[src/sv/chf_pkg.sv]
// ----------------------------------------------------------------------------
// chf_pkg
// Shared types and constants of the compass heading filter.
// ----------------------------------------------------------------------------
package chf_pkg;

  localparam int unsigned DataW = 16;
  localparam int unsigned AngW  = 40;
  localparam int unsigned TableLen = 24;
  localparam int unsigned FullTurn = 36000;
  localparam int unsigned HalfTurn = 18000;

  typedef enum logic [1:0] {
    REG_OFFSET_X = 2'd0,
    REG_OFFSET_Z = 2'd1,
    REG_GAIN     = 2'd2
  } reg_idx_t;

  // atan(2^-i) in centidegrees times 2^16
  function automatic logic signed [AngW-1:0] atan_entry(input logic [4:0] i);
    logic signed [AngW-1:0] r;
    case (i)
      5'd0:  r = 40'sd294912000;
      5'd1:  r = 40'sd174096719;
      5'd2:  r = 40'sd91987925;
      5'd3:  r = 40'sd46694507;
      5'd4:  r = 40'sd23437865;
      5'd5:  r = 40'sd11730358;
      5'd6:  r = 40'sd5866610;
      5'd7:  r = 40'sd2933484;
      5'd8:  r = 40'sd1466764;
      5'd9:  r = 40'sd733385;
      5'd10: r = 40'sd366693;
      5'd11: r = 40'sd183346;
      5'd12: r = 40'sd91673;
      5'd13: r = 40'sd45837;
      5'd14: r = 40'sd22918;
      5'd15: r = 40'sd11459;
      5'd16: r = 40'sd5730;
      5'd17: r = 40'sd2865;
      5'd18: r = 40'sd1432;
      5'd19: r = 40'sd716;
      5'd20: r = 40'sd358;
      5'd21: r = 40'sd179;
      5'd22: r = 40'sd90;
      5'd23: r = 40'sd45;
      default: r = '0;
    endcase
    return r;
  endfunction

endpackage

[src/sv/chf_if.sv]
// ----------------------------------------------------------------------------
// chf_if
// Valid/ready channel interfaces of the compass heading filter.
// ----------------------------------------------------------------------------
interface chf_in_if;
  logic               valid;
  logic               ready;
  logic signed [15:0] raw_x;
  logic signed [15:0] raw_z;
  modport source (output valid, raw_x, raw_z, input ready);
  modport sink   (input valid, raw_x, raw_z, output ready);
endinterface

interface chf_out_if;
  logic               valid;
  logic               ready;
  logic signed [15:0] corrected_x;
  logic signed [15:0] corrected_z;
  logic        [15:0] heading_centideg;
  modport source (output valid, corrected_x, corrected_z, heading_centideg, input ready);
  modport sink   (input valid, corrected_x, corrected_z, heading_centideg, output ready);
endinterface

interface chf_cfg_if;
  logic        valid;
  logic        ready;
  logic [1:0]  index;
  logic [15:0] data;
  modport source (output valid, index, data, input ready);
  modport sink   (input valid, index, data, output ready);
endinterface

[src/sv/chf_smooth.sv]
// ----------------------------------------------------------------------------
// chf_smooth
// Bit-serial EMA step: s += round(gain * (t - s) / 2^16), one gain bit a cycle.
// ----------------------------------------------------------------------------
module chf_smooth #(
  parameter int unsigned FRACTION_BITS = 16
) (
  input  logic                clk,
  input  logic                start,
  input  logic [15:0]         gain,
  input  logic signed [15:0]  corr,
  input  logic signed [39:0]  s_in,
  output logic signed [39:0]  s_out,
  output logic                done
);
  // product accumulator: 40-bit diff (fits 41) times 16-bit gain
  logic signed [57:0] acc_r, acc_nxt;
  logic signed [41:0] diff_r, diff_nxt;
  logic [15:0]        g_r, g_nxt;
  logic [4:0]         cnt_r, cnt_nxt;
  logic               busy_r, busy_nxt;
  logic signed [41:0] tgt;
  logic signed [57:0] rnd;

  assign tgt = 42'(corr) <<< FRACTION_BITS;

  // shift-add: multiply one gain bit per cycle, msb first
  always_comb begin
    acc_nxt  = acc_r;
    diff_nxt = diff_r;
    g_nxt    = g_r;
    cnt_nxt  = cnt_r;
    busy_nxt = busy_r;
    if (start) begin
      acc_nxt  = '0;
      diff_nxt = tgt - 42'(s_in);
      g_nxt    = gain;
      cnt_nxt  = '0;
      busy_nxt = 1'b1;
    end else if (busy_r) begin
      acc_nxt = (acc_r <<< 1) + (g_r[15] ? 58'(diff_r) : 58'sd0);
      g_nxt   = g_r << 1;
      cnt_nxt = cnt_r + 5'd1;
      if (cnt_r == 5'd15) busy_nxt = 1'b0;
    end
  end

  always_ff @(posedge clk) begin
    acc_r  <= acc_nxt;
    diff_r <= diff_nxt;
    g_r    <= g_nxt;
    cnt_r  <= cnt_nxt;
    busy_r <= start ? 1'b1 : busy_nxt;
  end

  // product is complete once all 16 gain bits are in
  assign rnd   = acc_r + 58'sd32768;
  assign done  = (cnt_r == 5'd16);
  assign s_out = s_in + 40'(rnd >>> 16);
endmodule

[src/sv/compass_heading_filter_top.sv]
// ----------------------------------------------------------------------------
// compass_heading_filter_top
// Hard-iron corrected magnetometer heading with exponential smoothing.
// ----------------------------------------------------------------------------
// A word runs from acceptance through the bit-serial gain multiply of the two
// filters and the filter update (ST_MUL), then ANGLE_ITERATIONS CORDIC
// iterations, one a cycle (at most 24, ST_ROT), and then rounding and wrap
// (ST_RND) into the result register. A zero vector skips the iterations. One
// word is worked at a time; the result register holds the finished word until
// taken, and the next word is accepted meanwhile, once the machine has passed
// through ST_OUT back to ST_IDLE. A result still waiting holds the rounding
// cycle of the next word.
module compass_heading_filter_top #(
  parameter int unsigned ANGLE_ITERATIONS = 16,
  parameter int unsigned FRACTION_BITS    = 16
) (
  input  logic  clk,
  input  logic  rst_n,
  chf_in_if.sink    in_ch,
  chf_out_if.source out_ch,
  chf_cfg_if.sink   cfg_ch
);
  import chf_pkg::*;

  typedef enum logic [4:0] {
    ST_IDLE  = 5'b00001,
    ST_MUL   = 5'b00010,
    ST_ROT   = 5'b00100,
    ST_RND   = 5'b01000,
    ST_OUT   = 5'b10000
  } state_t;

  state_t state_r, state_nxt;
  logic signed [15:0] off_x_r, off_z_r;
  logic [15:0]        gain_r;
  logic signed [39:0] sx_r, sz_r;
  logic signed [15:0] cx_r, cz_r;
  logic signed [41:0] cx42_r, cy42_r;
  logic signed [AngW:0] ang_r;
  logic [4:0]         it_r;
  logic [15:0]        cd_r;
  logic               ov_r;
  logic signed [15:0] ox_r, oz_r;
  logic [15:0]        oh_r;
  logic               start;
  logic               in_fire;
  logic signed [39:0] sx_new, sz_new;
  logic               dx, dz;
  logic signed [41:0] xs, ys;
  logic signed [AngW:0] rnd;
  logic signed [24:0] cdw;

  // config writes
  assign cfg_ch.ready = rst_n;
  always_ff @(posedge clk) begin
    if (!rst_n) begin
      off_x_r <= 16'sd400;
      off_z_r <= 16'sd100;
      gain_r  <= 16'd655;
    end else if (cfg_ch.valid) begin
      unique case (cfg_ch.index)
        REG_OFFSET_X: off_x_r <= cfg_ch.data;
        REG_OFFSET_Z: off_z_r <= cfg_ch.data;
        REG_GAIN:     gain_r  <= cfg_ch.data;
        default: ;
      endcase
    end
  end

  assign in_ch.ready = rst_n && (state_r == ST_IDLE);
  assign in_fire     = in_ch.valid && in_ch.ready;
  assign start       = in_fire;

  chf_smooth #(.FRACTION_BITS(FRACTION_BITS)) u_sx (
    .clk(clk), .start(start), .gain(gain_r),
    .corr(in_ch.raw_x - off_x_r), .s_in(sx_r), .s_out(sx_new), .done(dx));
  chf_smooth #(.FRACTION_BITS(FRACTION_BITS)) u_sz (
    .clk(clk), .start(start), .gain(gain_r),
    .corr(in_ch.raw_z - off_z_r), .s_in(sz_r), .s_out(sz_new), .done(dz));

  assign xs  = cx42_r >>> it_r;
  assign ys  = cy42_r >>> it_r;
  assign rnd = (ang_r + 41'sd32768) >>> 16;
  assign cdw = 25'(rnd);

  always_comb begin
    state_nxt = state_r;
    unique case (state_r)
      ST_IDLE: if (in_fire) state_nxt = ST_MUL;
      ST_MUL:  if (dx) state_nxt = ST_ROT;
      ST_ROT:  if (ov_r) state_nxt = ST_RND;
               else if (32'(it_r) == ANGLE_ITERATIONS - 1 || it_r == 5'd23)
                 state_nxt = ST_RND;
      ST_RND:  if (!out_ch.valid || out_ch.ready) state_nxt = ST_OUT;
      ST_OUT:  state_nxt = ST_IDLE;
      default: state_nxt = ST_IDLE;
    endcase
  end

  // datapath sequencing
  always_ff @(posedge clk) begin
    if (!rst_n) begin
      state_r <= ST_IDLE;
      sx_r <= '0;
      sz_r <= '0;
      out_ch.valid <= 1'b0;
    end else begin
      state_r <= state_nxt;
      if (in_fire) begin
        cx_r <= in_ch.raw_x - off_x_r;
        cz_r <= in_ch.raw_z - off_z_r;
      end
      if (state_r == ST_MUL && dx && dz) begin
        sx_r <= sx_new;
        sz_r <= sz_new;
        // zero vector gives heading 0
        ov_r <= (sx_new == 0) && (sz_new == 0);
        it_r <= '0;
        if (sz_new < 0) begin
          cx42_r <= -42'(sz_new);
          cy42_r <= -42'(sx_new);
          ang_r  <= 41'(HalfTurn) <<< 16;
        end else begin
          cx42_r <= 42'(sz_new);
          cy42_r <= 42'(sx_new);
          ang_r  <= '0;
        end
      end
      // one CORDIC iteration
      if (state_r == ST_ROT && !ov_r) begin
        it_r <= it_r + 5'd1;
        if (cy42_r > 0) begin
          cx42_r <= cx42_r + ys;
          cy42_r <= cy42_r - xs;
          ang_r  <= ang_r + 41'(atan_entry(it_r));
        end else begin
          cx42_r <= cx42_r - ys;
          cy42_r <= cy42_r + xs;
          ang_r  <= ang_r - 41'(atan_entry(it_r));
        end
      end
      // round, wrap into 0..35999; otherwise drop the word once taken
      if (state_r == ST_RND && state_nxt == ST_OUT) begin
        ox_r <= cx_r;
        oz_r <= cz_r;
        if (ov_r) oh_r <= '0;
        else if (cdw < 0) oh_r <= 16'(cdw + 25'(FullTurn));
        else if (cdw >= 25'(FullTurn)) oh_r <= 16'(cdw - 25'(FullTurn));
        else oh_r <= 16'(cdw);
        out_ch.valid <= 1'b1;
      end else if (out_ch.valid && out_ch.ready) begin
        out_ch.valid <= 1'b0;
      end
    end
  end

  assign cd_r = oh_r;
  assign out_ch.corrected_x      = ox_r;
  assign out_ch.corrected_z      = oz_r;
  assign out_ch.heading_centideg = cd_r;
endmodule
[src/flat_wrapper.sv]
// flat-port wrapper written by rule: the top's interface ports become plain ports
module compass_heading_filter_top_flat import chf_pkg::*;
#(
  parameter int unsigned ANGLE_ITERATIONS = 16,
  parameter int unsigned FRACTION_BITS    = 16
)
  (clk, rst_n, in_ch_valid, in_ch_raw_x, in_ch_raw_z, in_ch_ready, out_ch_valid, out_ch_corrected_x, out_ch_corrected_z, out_ch_heading_centideg, out_ch_ready, cfg_ch_valid, cfg_ch_index, cfg_ch_data, cfg_ch_ready);
  chf_in_if in_ch_i ();
  chf_out_if out_ch_i ();
  chf_cfg_if cfg_ch_i ();
  input  logic clk;
  input  logic rst_n;
  input wire logic [$bits(in_ch_i.valid)-1:0] in_ch_valid;
  input wire logic [$bits(in_ch_i.raw_x)-1:0] in_ch_raw_x;
  input wire logic [$bits(in_ch_i.raw_z)-1:0] in_ch_raw_z;
  output wire logic [$bits(in_ch_i.ready)-1:0] in_ch_ready;
  output wire logic [$bits(out_ch_i.valid)-1:0] out_ch_valid;
  output wire logic [$bits(out_ch_i.corrected_x)-1:0] out_ch_corrected_x;
  output wire logic [$bits(out_ch_i.corrected_z)-1:0] out_ch_corrected_z;
  output wire logic [$bits(out_ch_i.heading_centideg)-1:0] out_ch_heading_centideg;
  input wire logic [$bits(out_ch_i.ready)-1:0] out_ch_ready;
  input wire logic [$bits(cfg_ch_i.valid)-1:0] cfg_ch_valid;
  input wire logic [$bits(cfg_ch_i.index)-1:0] cfg_ch_index;
  input wire logic [$bits(cfg_ch_i.data)-1:0] cfg_ch_data;
  output wire logic [$bits(cfg_ch_i.ready)-1:0] cfg_ch_ready;
  assign in_ch_i.valid = in_ch_valid;
  assign in_ch_i.raw_x = in_ch_raw_x;
  assign in_ch_i.raw_z = in_ch_raw_z;
  assign in_ch_ready = in_ch_i.ready;
  assign out_ch_valid = out_ch_i.valid;
  assign out_ch_corrected_x = out_ch_i.corrected_x;
  assign out_ch_corrected_z = out_ch_i.corrected_z;
  assign out_ch_heading_centideg = out_ch_i.heading_centideg;
  assign out_ch_i.ready = out_ch_ready;
  assign cfg_ch_i.valid = cfg_ch_valid;
  assign cfg_ch_i.index = cfg_ch_index;
  assign cfg_ch_i.data = cfg_ch_data;
  assign cfg_ch_ready = cfg_ch_i.ready;
  compass_heading_filter_top #(.ANGLE_ITERATIONS(ANGLE_ITERATIONS), .FRACTION_BITS(FRACTION_BITS)) u_core (.clk(clk), .rst_n(rst_n), .in_ch(in_ch_i), .out_ch(out_ch_i), .cfg_ch(cfg_ch_i));
endmodule
[config.mk]
export PLATFORM = sky130hd
export DESIGN_NAME = compass_heading_filter_top_flat
export DESIGN_NICKNAME = d
export VERILOG_FILES = /design/src/sv/chf_pkg.sv /design/src/sv/chf_if.sv /design/src/sv/chf_smooth.sv /design/src/sv/compass_heading_filter_top.sv /design/src/flat_wrapper.sv
export SDC_FILE = /design/constraint.sdc
export NUM_CORES = 2
export LEC_CHECK = 0
export BUFFER_PORTS_ARGS = -buffer_cell sky130_fd_sc_hd__buf_2
export CORE_ASPECT_RATIO = 0.75
export CORE_UTILIZATION = 59
export DETAILED_ROUTE_END_ITERATION = 7
export HOLD_SLACK_MARGIN = 0.03
export PLACE_DENSITY = 0.76
export REMOVE_ABC_BUFFERS = 1
export SLEW_MARGIN = 20
export SYNTH_ARGS = -nofsm -noshare
export SYNTH_HDL_FRONTEND = slang
export SYNTH_SLANG_ARGS = --single-unit
[constraint.sdc]
create_clock -name clk -period 18.7 [get_ports clk]
set_input_delay 1.87 -clock clk [delete_from_list [all_inputs] [get_ports clk]]
set_output_delay 1.87 -clock clk [all_outputs]
set_load 0.02 [all_outputs]
== Word-level counts from Yosys, hierarchy flattened ==
Memory sizes are Yosys's and may differ from the RTL's. A register that Yosys moved wholly into a read port is not among the register bits.
Cells that the tools add are included.
Word-level totals
  flip-flop bits (word level): 583
  logic and storage cells: 140
  output and inout port bits: 51
  memories kept: 2
  memory bits (read-only): 1856
Memory list
  (name not given): words 32, width 29, read ports 1, clocked after Yosys merged registers in 1, wr ports 0, RTL line chf_pkg.sv:22  | case (i)
  (name not given): words 32, width 29, read ports 1, clocked after Yosys merged registers in 1, wr ports 0, RTL line chf_pkg.sv:22
Operators by class
  magnitude comparators: 4
  muxes and demuxes: 42
  equality and inequality tests: 13
  reduce and logical (&&, ||, !) cells: 26
  shift operators: 2
  add/sub/neg operators: 24
Operator list (number)
  2-to-1 mux 42 bit: 8
  2-to-1 mux 40 bit: 6
  2-to-1 mux 41 bit: 3
  adder 56 x 17 -> 56 bit (second input constant): 2
  adder 56 bit: 2
  2-to-1 mux 56 bit: 2
  2-to-1 mux 16 bit: 6
  adder 42 bit: 2
  negator 40 -> 42 bit: 2
  >>> shifter 42 x 5 -> 42 bit: 2
  subtractor 42 bit: 2
  subtractor 32 x 40 -> 41 bit: 2
  adder 40 bit: 2
  zero test 40 bit: 2
  2-to-1 mux 5 bit: 9
  > comparator 42 x 1 -> 1 bit (second input constant): 1
  adder 41 x 17 -> 41 bit (second input constant): 1
  adder 41 x 40 -> 41 bit: 1
  subtractor 41 x 40 -> 41 bit: 1
  less-than comparator 40 x 1 -> 1 bit (second input constant): 1
  subtractor 16 bit: 2
  2-to-1 mux 31 bit: 1
  >= comparator 25 x 16 -> 1 bit (second input constant): 1
  less-than comparator 25 x 1 -> 1 bit (second input constant): 1
  18 further kinds: 49

== Logic depth before layout (Yosys ltp) ==
  depth after elaboration: 8
  mapped depth: 29
  mapped depth without buffers: 26

== Modules after synthesis ==
From an unflattened synthesis, not the netlist that was laid out.
Unflattened totals
  cell total of the unflattened synthesis: 6578
  area, all modules: 55909.9 um^2
Modules (own cells, without submodules)
  compass_heading_filter_top: cells an instance 3760, sequential area each 9599.2 um^2, area an instance 32432.4 um^2, instances 1
  chf_smooth at u_core.u_sx: cells an instance 1427, sequential area each 2952.8 um^2, area an instance 11866.4 um^2, instances 1
  chf_smooth at u_core.u_sz: cells an instance 1391, sequential area each 2952.8 um^2, area an instance 11611.1 um^2, instances 1

== Worst setup path after synthesis ==
Ideal clock, no wire load.
  path type: in2reg
  start point: input rst_n
  end point: register u_core.ox_r[0], in the netlist u_core.out_ch.corrected_x[0], enable pin
  required time: 18124 ps
  stages on the path: 5
  data arrival time: 7650 ps
  path buffers: 0
  setup slack: 10474 ps
  cells stage by stage: inv_1 > nor3_1 > nand2_1 > a21o_1 > nor4_1
Between the ends
  longest elaborated chain between the ends: 7
Ends and longest elaborated chain
  from (decl): RTL line flat_wrapper.sv:12  | input logic rst_n;
  logical AND 1 bit: RTL line compass_heading_filter_top.sv:70  | assign in_ch.ready = rst_n && (state_r == ST_IDLE);
  named net in_ch_ready: RTL line flat_wrapper.sv:16  | output wire logic [$bits(in_ch_i.ready)-1:0] in_ch_ready;
  logical AND 1 bit: RTL line compass_heading_filter_top.sv:71  | assign in_fire = in_ch.valid && in_ch.ready;
  2-to-1 mux 5 bit: RTL line compass_heading_filter_top.sv:89  | ST_IDLE: if (in_fire) state_nxt = ST_MUL;
  case mux 5 bit (4 select lines): RTL line compass_heading_filter_top.sv:88  | unique case (state_r)
  == test 5 bit: RTL line compass_heading_filter_top.sv:143  | if (state_r == ST_RND && state_nxt == ST_OUT) begin
  logical AND 1 bit: RTL line compass_heading_filter_top.sv:143
  AND reduction 2 bit (no line)
  to (signal assigned): RTL line compass_heading_filter_top.sv:144  | ox_r <= cx_r;
  to (decl): RTL line compass_heading_filter_top.sv:43  | logic signed [15:0] ox_r, oz_r;
The timed path passes the listed nets, and every way through them passes these cells.
A chain may end at the register's enable or synchronous reset.

== Worst setup path in the final report ==
  start point: register u_core.it_r[0]
  end point: register u_core.cy42_r[40] (data pin)
Between the ends
  longest elaborated chain between the ends: 4
  elaborated cells on any way between the ends: 5
Ends and longest elaborated chain
  from (decl): RTL line compass_heading_filter_top.sv:40  | logic [4:0] it_r;
  from (signal assigned): RTL line compass_heading_filter_top.sv:131  | it_r <= it_r + 5'd1;
  >>> shifter 42 x 5 -> 42 bit (*): RTL line compass_heading_filter_top.sv:81  | assign xs = cx42_r >>> it_r;
  adder 42 bit or subtractor 42 bit (tied branches): RTL line compass_heading_filter_top.sv:138, compass_heading_filter_top.sv:134
  2-to-1 mux 42 bit (*): RTL line compass_heading_filter_top.sv:132  | if (cy42_r > 0) begin
  2-to-1 mux 42 bit (*): RTL line compass_heading_filter_top.sv:130  | if (state_r == ST_ROT && !ov_r) begin
  to (signal assigned): RTL line compass_heading_filter_top.sv:125  | cy42_r <= 42'(sx_new);
  to (signal assigned): RTL line compass_heading_filter_top.sv:134  | cy42_r <= cy42_r - xs;
  to (signal assigned): RTL line compass_heading_filter_top.sv:138  | cy42_r <= cy42_r + xs;
  to (decl): RTL line compass_heading_filter_top.sv:38  | logic signed [41:0] cx42_r, cy42_r;
Mark *: on every way between the ends. The rest lies on a longest branch, timed or not.

==> reports/metrics.cfg <==
[synthesis]
syn_area_um2 = 55300
synthTopCellsByArea = edfxtp_1 18%, dfxtp_1 10%, ha_1 9.6%
yosys_warnings = 0
synth_cell_types = 111
synthCells = 6571
synth-main-ff-cell = edfxtp_1
yosys.area.top_type = edfxtp_1
async_reset_ff_frac = 0
syn_avg_cell_area_um2 = 8.41
ys_ff_latch = 612
synth-edff-count = 325
synth_top_area_frac = 0.177
ys_seq_area_frac = 0.281

[timing]
fin_tns_setup_ps = 0
timing.final.crit_share = 0.469
finalMaxSlewViolations = 0
max-slew-margin-rel = 0.251
max_freq_mhz = 114
setup_viol = 0
hold_viol = 0
clock-skew-final_ps = 66.4
tightest_slew_ps = 1100
worst_hold_slack_ps = 420
rsz0062_at_grt = false
fin_ws_ps = 9940
finalCriticalPeriod_ps = 8760

[drt]
vias = 50761
vias_per_cell = 6.51
drt_iter0_markers = 5954
drc = 6
avgRoutedWirePerCell_um = 21.7
firstDrtPassIters = 8
antenna_left = 0
wirelength_mm = 169

[floorplanning]
row_count = 96
die_w_um = 355
initial_core_util = 0.600
die_h_um = 267
pin_count = 106
die_area_um2 = 94900
coreArea_um2 = 92100

[power]
powerDensity_nw_per_um2 = 90.2
p_leak_nw = 24.4
ir_drop_mv = 0.0938
p_total_mw = 5.34

[setup_path]
path_buf_inv = 2
cp.depth = 24
start_kind = register
crit_slowest_cell = buf_4
rr_worst_depth = 24
critical_path.top_delay_family = compound AO/OA/AOI/OAI gates
crit_top_cell = o21ai_0
cpPeakStageDelay_ps = 850
critPathArrivalTime_ps = 9140
critPathRequiredTime_ps = 19080
worst-setup-path-type = register to register
crit_path_end_kind = register
critical_path.cell_chain = buf_4 > buf_4 > mux4_1 > mux4_2 > a221oi_1 > nand4b_1 > nand4bb_4 > nor2_4 > nand2_1 > o21ai_0 > o21ai_0 > xor2_1 > ha_1 > and3_1 > nand2_1 > nor2_1 > a21oi_1 > o21ai_0 > a211oi_1 > o21ai_0 > a311o_1 > a221oi_1 > xor2_1 > a22oi_1
crit_fanout = 64

[cts]
numCtsBuffers = 70
clock_sinks = 612
cts_tree = done
post-cts-setup-buffers = 0
ctsResizeCount = 0
clk_latency_ps = 700
cts.clk_slew.worst_paths_ps = 60
cts-hold-fix-buffers = 0
root_buffer = clkbuf_16
h-tree-depth = 3
cts_buffer_depth = 3

[global_route]
grt_use_met1 = 0.508
grt_start_max_net_pins = 86
grt_busiest_layer = met2
grt_overflow_total = 0
grt_antenna_before_repair = 1
grt_pass1_wl_mm = 264
grt_pass1_vias = 46418
grt_use_total = 0.348
use_met3 = 0.0879
grtUsageMet2 = 0.514

[outcome]
outcome = finished with violations
violations = design-rule violations

[finish]
final_cell_mix = 737 x nand2_1, 605 x a21oi_1, 593 x nor2_1
drive_gt1_frac = 0.0810
area_growth_pct = 7.08
final_common_cell = nand2_1
stdcell_count = 7802
finalNetCount = 7005
final_area_um2 = 59200
final_util = 0.642
n_antenna_cell = 0

[placed_design]
dpl_cell_area_um2 = 56600
gp_congestion = 1.02
placed_cells = 7671
hpwl_mm = 128
dp_slack_ps = 10090
portBuffers = 105

[min_path]
min_path_type = register to register
hold_depth = 0

[job]
drv_cap = 0

[flip-flops by register name (all words and copies together), names as in the netlist, 40 cells and up, named ones only]
register	cells
u_core.u_sx.acc_r	56
u_core.u_sz.acc_r	56
u_core.cx42_r	42
u_core.cy42_r	42
u_core.ang_r	41
u_core.u_sx.diff_r	41
u_core.u_sz.diff_r	41
u_core.sx_r	40
u_core.sz_r	40
[worst register-to-register path, cell delays in order, from the launching register on]
cell	delay [ps]
edfxtp_1	320
buf_4	550
buf_4	860
mux4_1	840
mux4_2	510
a221oi_1	640
nand4b_1	260
nand4bb_4	340
nor2_4	210
nand2_1	70
o21ai_0	400
o21ai_0	200
xor2_1	200
ha_1	390
and3_1	230
nand2_1	90
nor2_1	40
a21oi_1	320
o21ai_0	250
a211oi_1	500
o21ai_0	290
a311o_1	380
a221oi_1	310
xor2_1	170
a22oi_1	100
[routing by layer]
metal | share of wire | vias up | wire, um
met2 | 0.42 | 2312 | 71000
met1 | 0.45 | 24217 | 76400
met5 | 0 | - | 0
li1 | - | 23969 | -
met3 | 0.11 | 263 | 18200
met4 | 0.021 | 0 | 3490
[where the power goes]
part	internal, mW	switching, mW
Sequential	1.66	0.166
Combinational	0.785	1.20
Clock	0.878	0.643
Total	3.32	2.01
[cell type report]
type	instances	area, um^2
clock buffers	85	1970
repair buffers	157	936
clock inverters	45	569
multi-input cells	5425	37700
inverters	253	960
fillers	7847	33000
well taps	1225	1530
flip-flops and latches	612	15500
[logic make-up after synthesis]
group                    after synthesis  share of synthesized area
AND/OR/NAND/NOR                     2241                      0.192
flip-flops                           612                      0.281
adder cells (fa/ha/maj)              431                     0.0988
multiplexers                         290                     0.0794
XOR/XNOR                             648                      0.103
buffers and inverters                534                     0.0386
AO/OA/AOI/OAI                       1815                      0.208
[synth_stat cells, types with 40 or more instances]
library cell	instances
a21oi_1	606
nor2b_1	63
o21bai_1	72
ha_1	422
nor3_1	139
and3_1	61
o21a_1	58
clkbuf_1	201
mux4_2	90
o31ai_1	40
nor2_1	597
xor2_1	261
o21ai_0	366
nor4_1	60
dfxtp_1	287
o211ai_1	47
xnor2_1	386
nand3_1	146
and2_1	116
mux2i_1	127
a21o_1	180
edfxtp_1	325
inv_1	248
nand2b_1	66
a31oi_1	56
mux2_2	55
a211oi_1	80
nand2_1	738
nand4_1	76
[final timing paths]
path / startpoint / end / slack [ps]
max: u_core.it_r[0]$_DFFE_PP_ / u_core.cy42_r[40]$_DFFE_PP_ / 9940
min: u_core.cx_r[15]$_DFFE_PP_ / u_core.out_ch.corrected_x[15]$_DFFE_PP_ / 420
min reg2reg: u_core.cx_r[15]$_DFFE_PP_ / u_core.out_ch.corrected_x[15]$_DFFE_PP_ / 420
max reg2reg: u_core.it_r[0]$_DFFE_PP_ / u_core.cy42_r[40]$_DFFE_PP_ / 9940
Note: power is estimated with default switching activity, not from simulation.
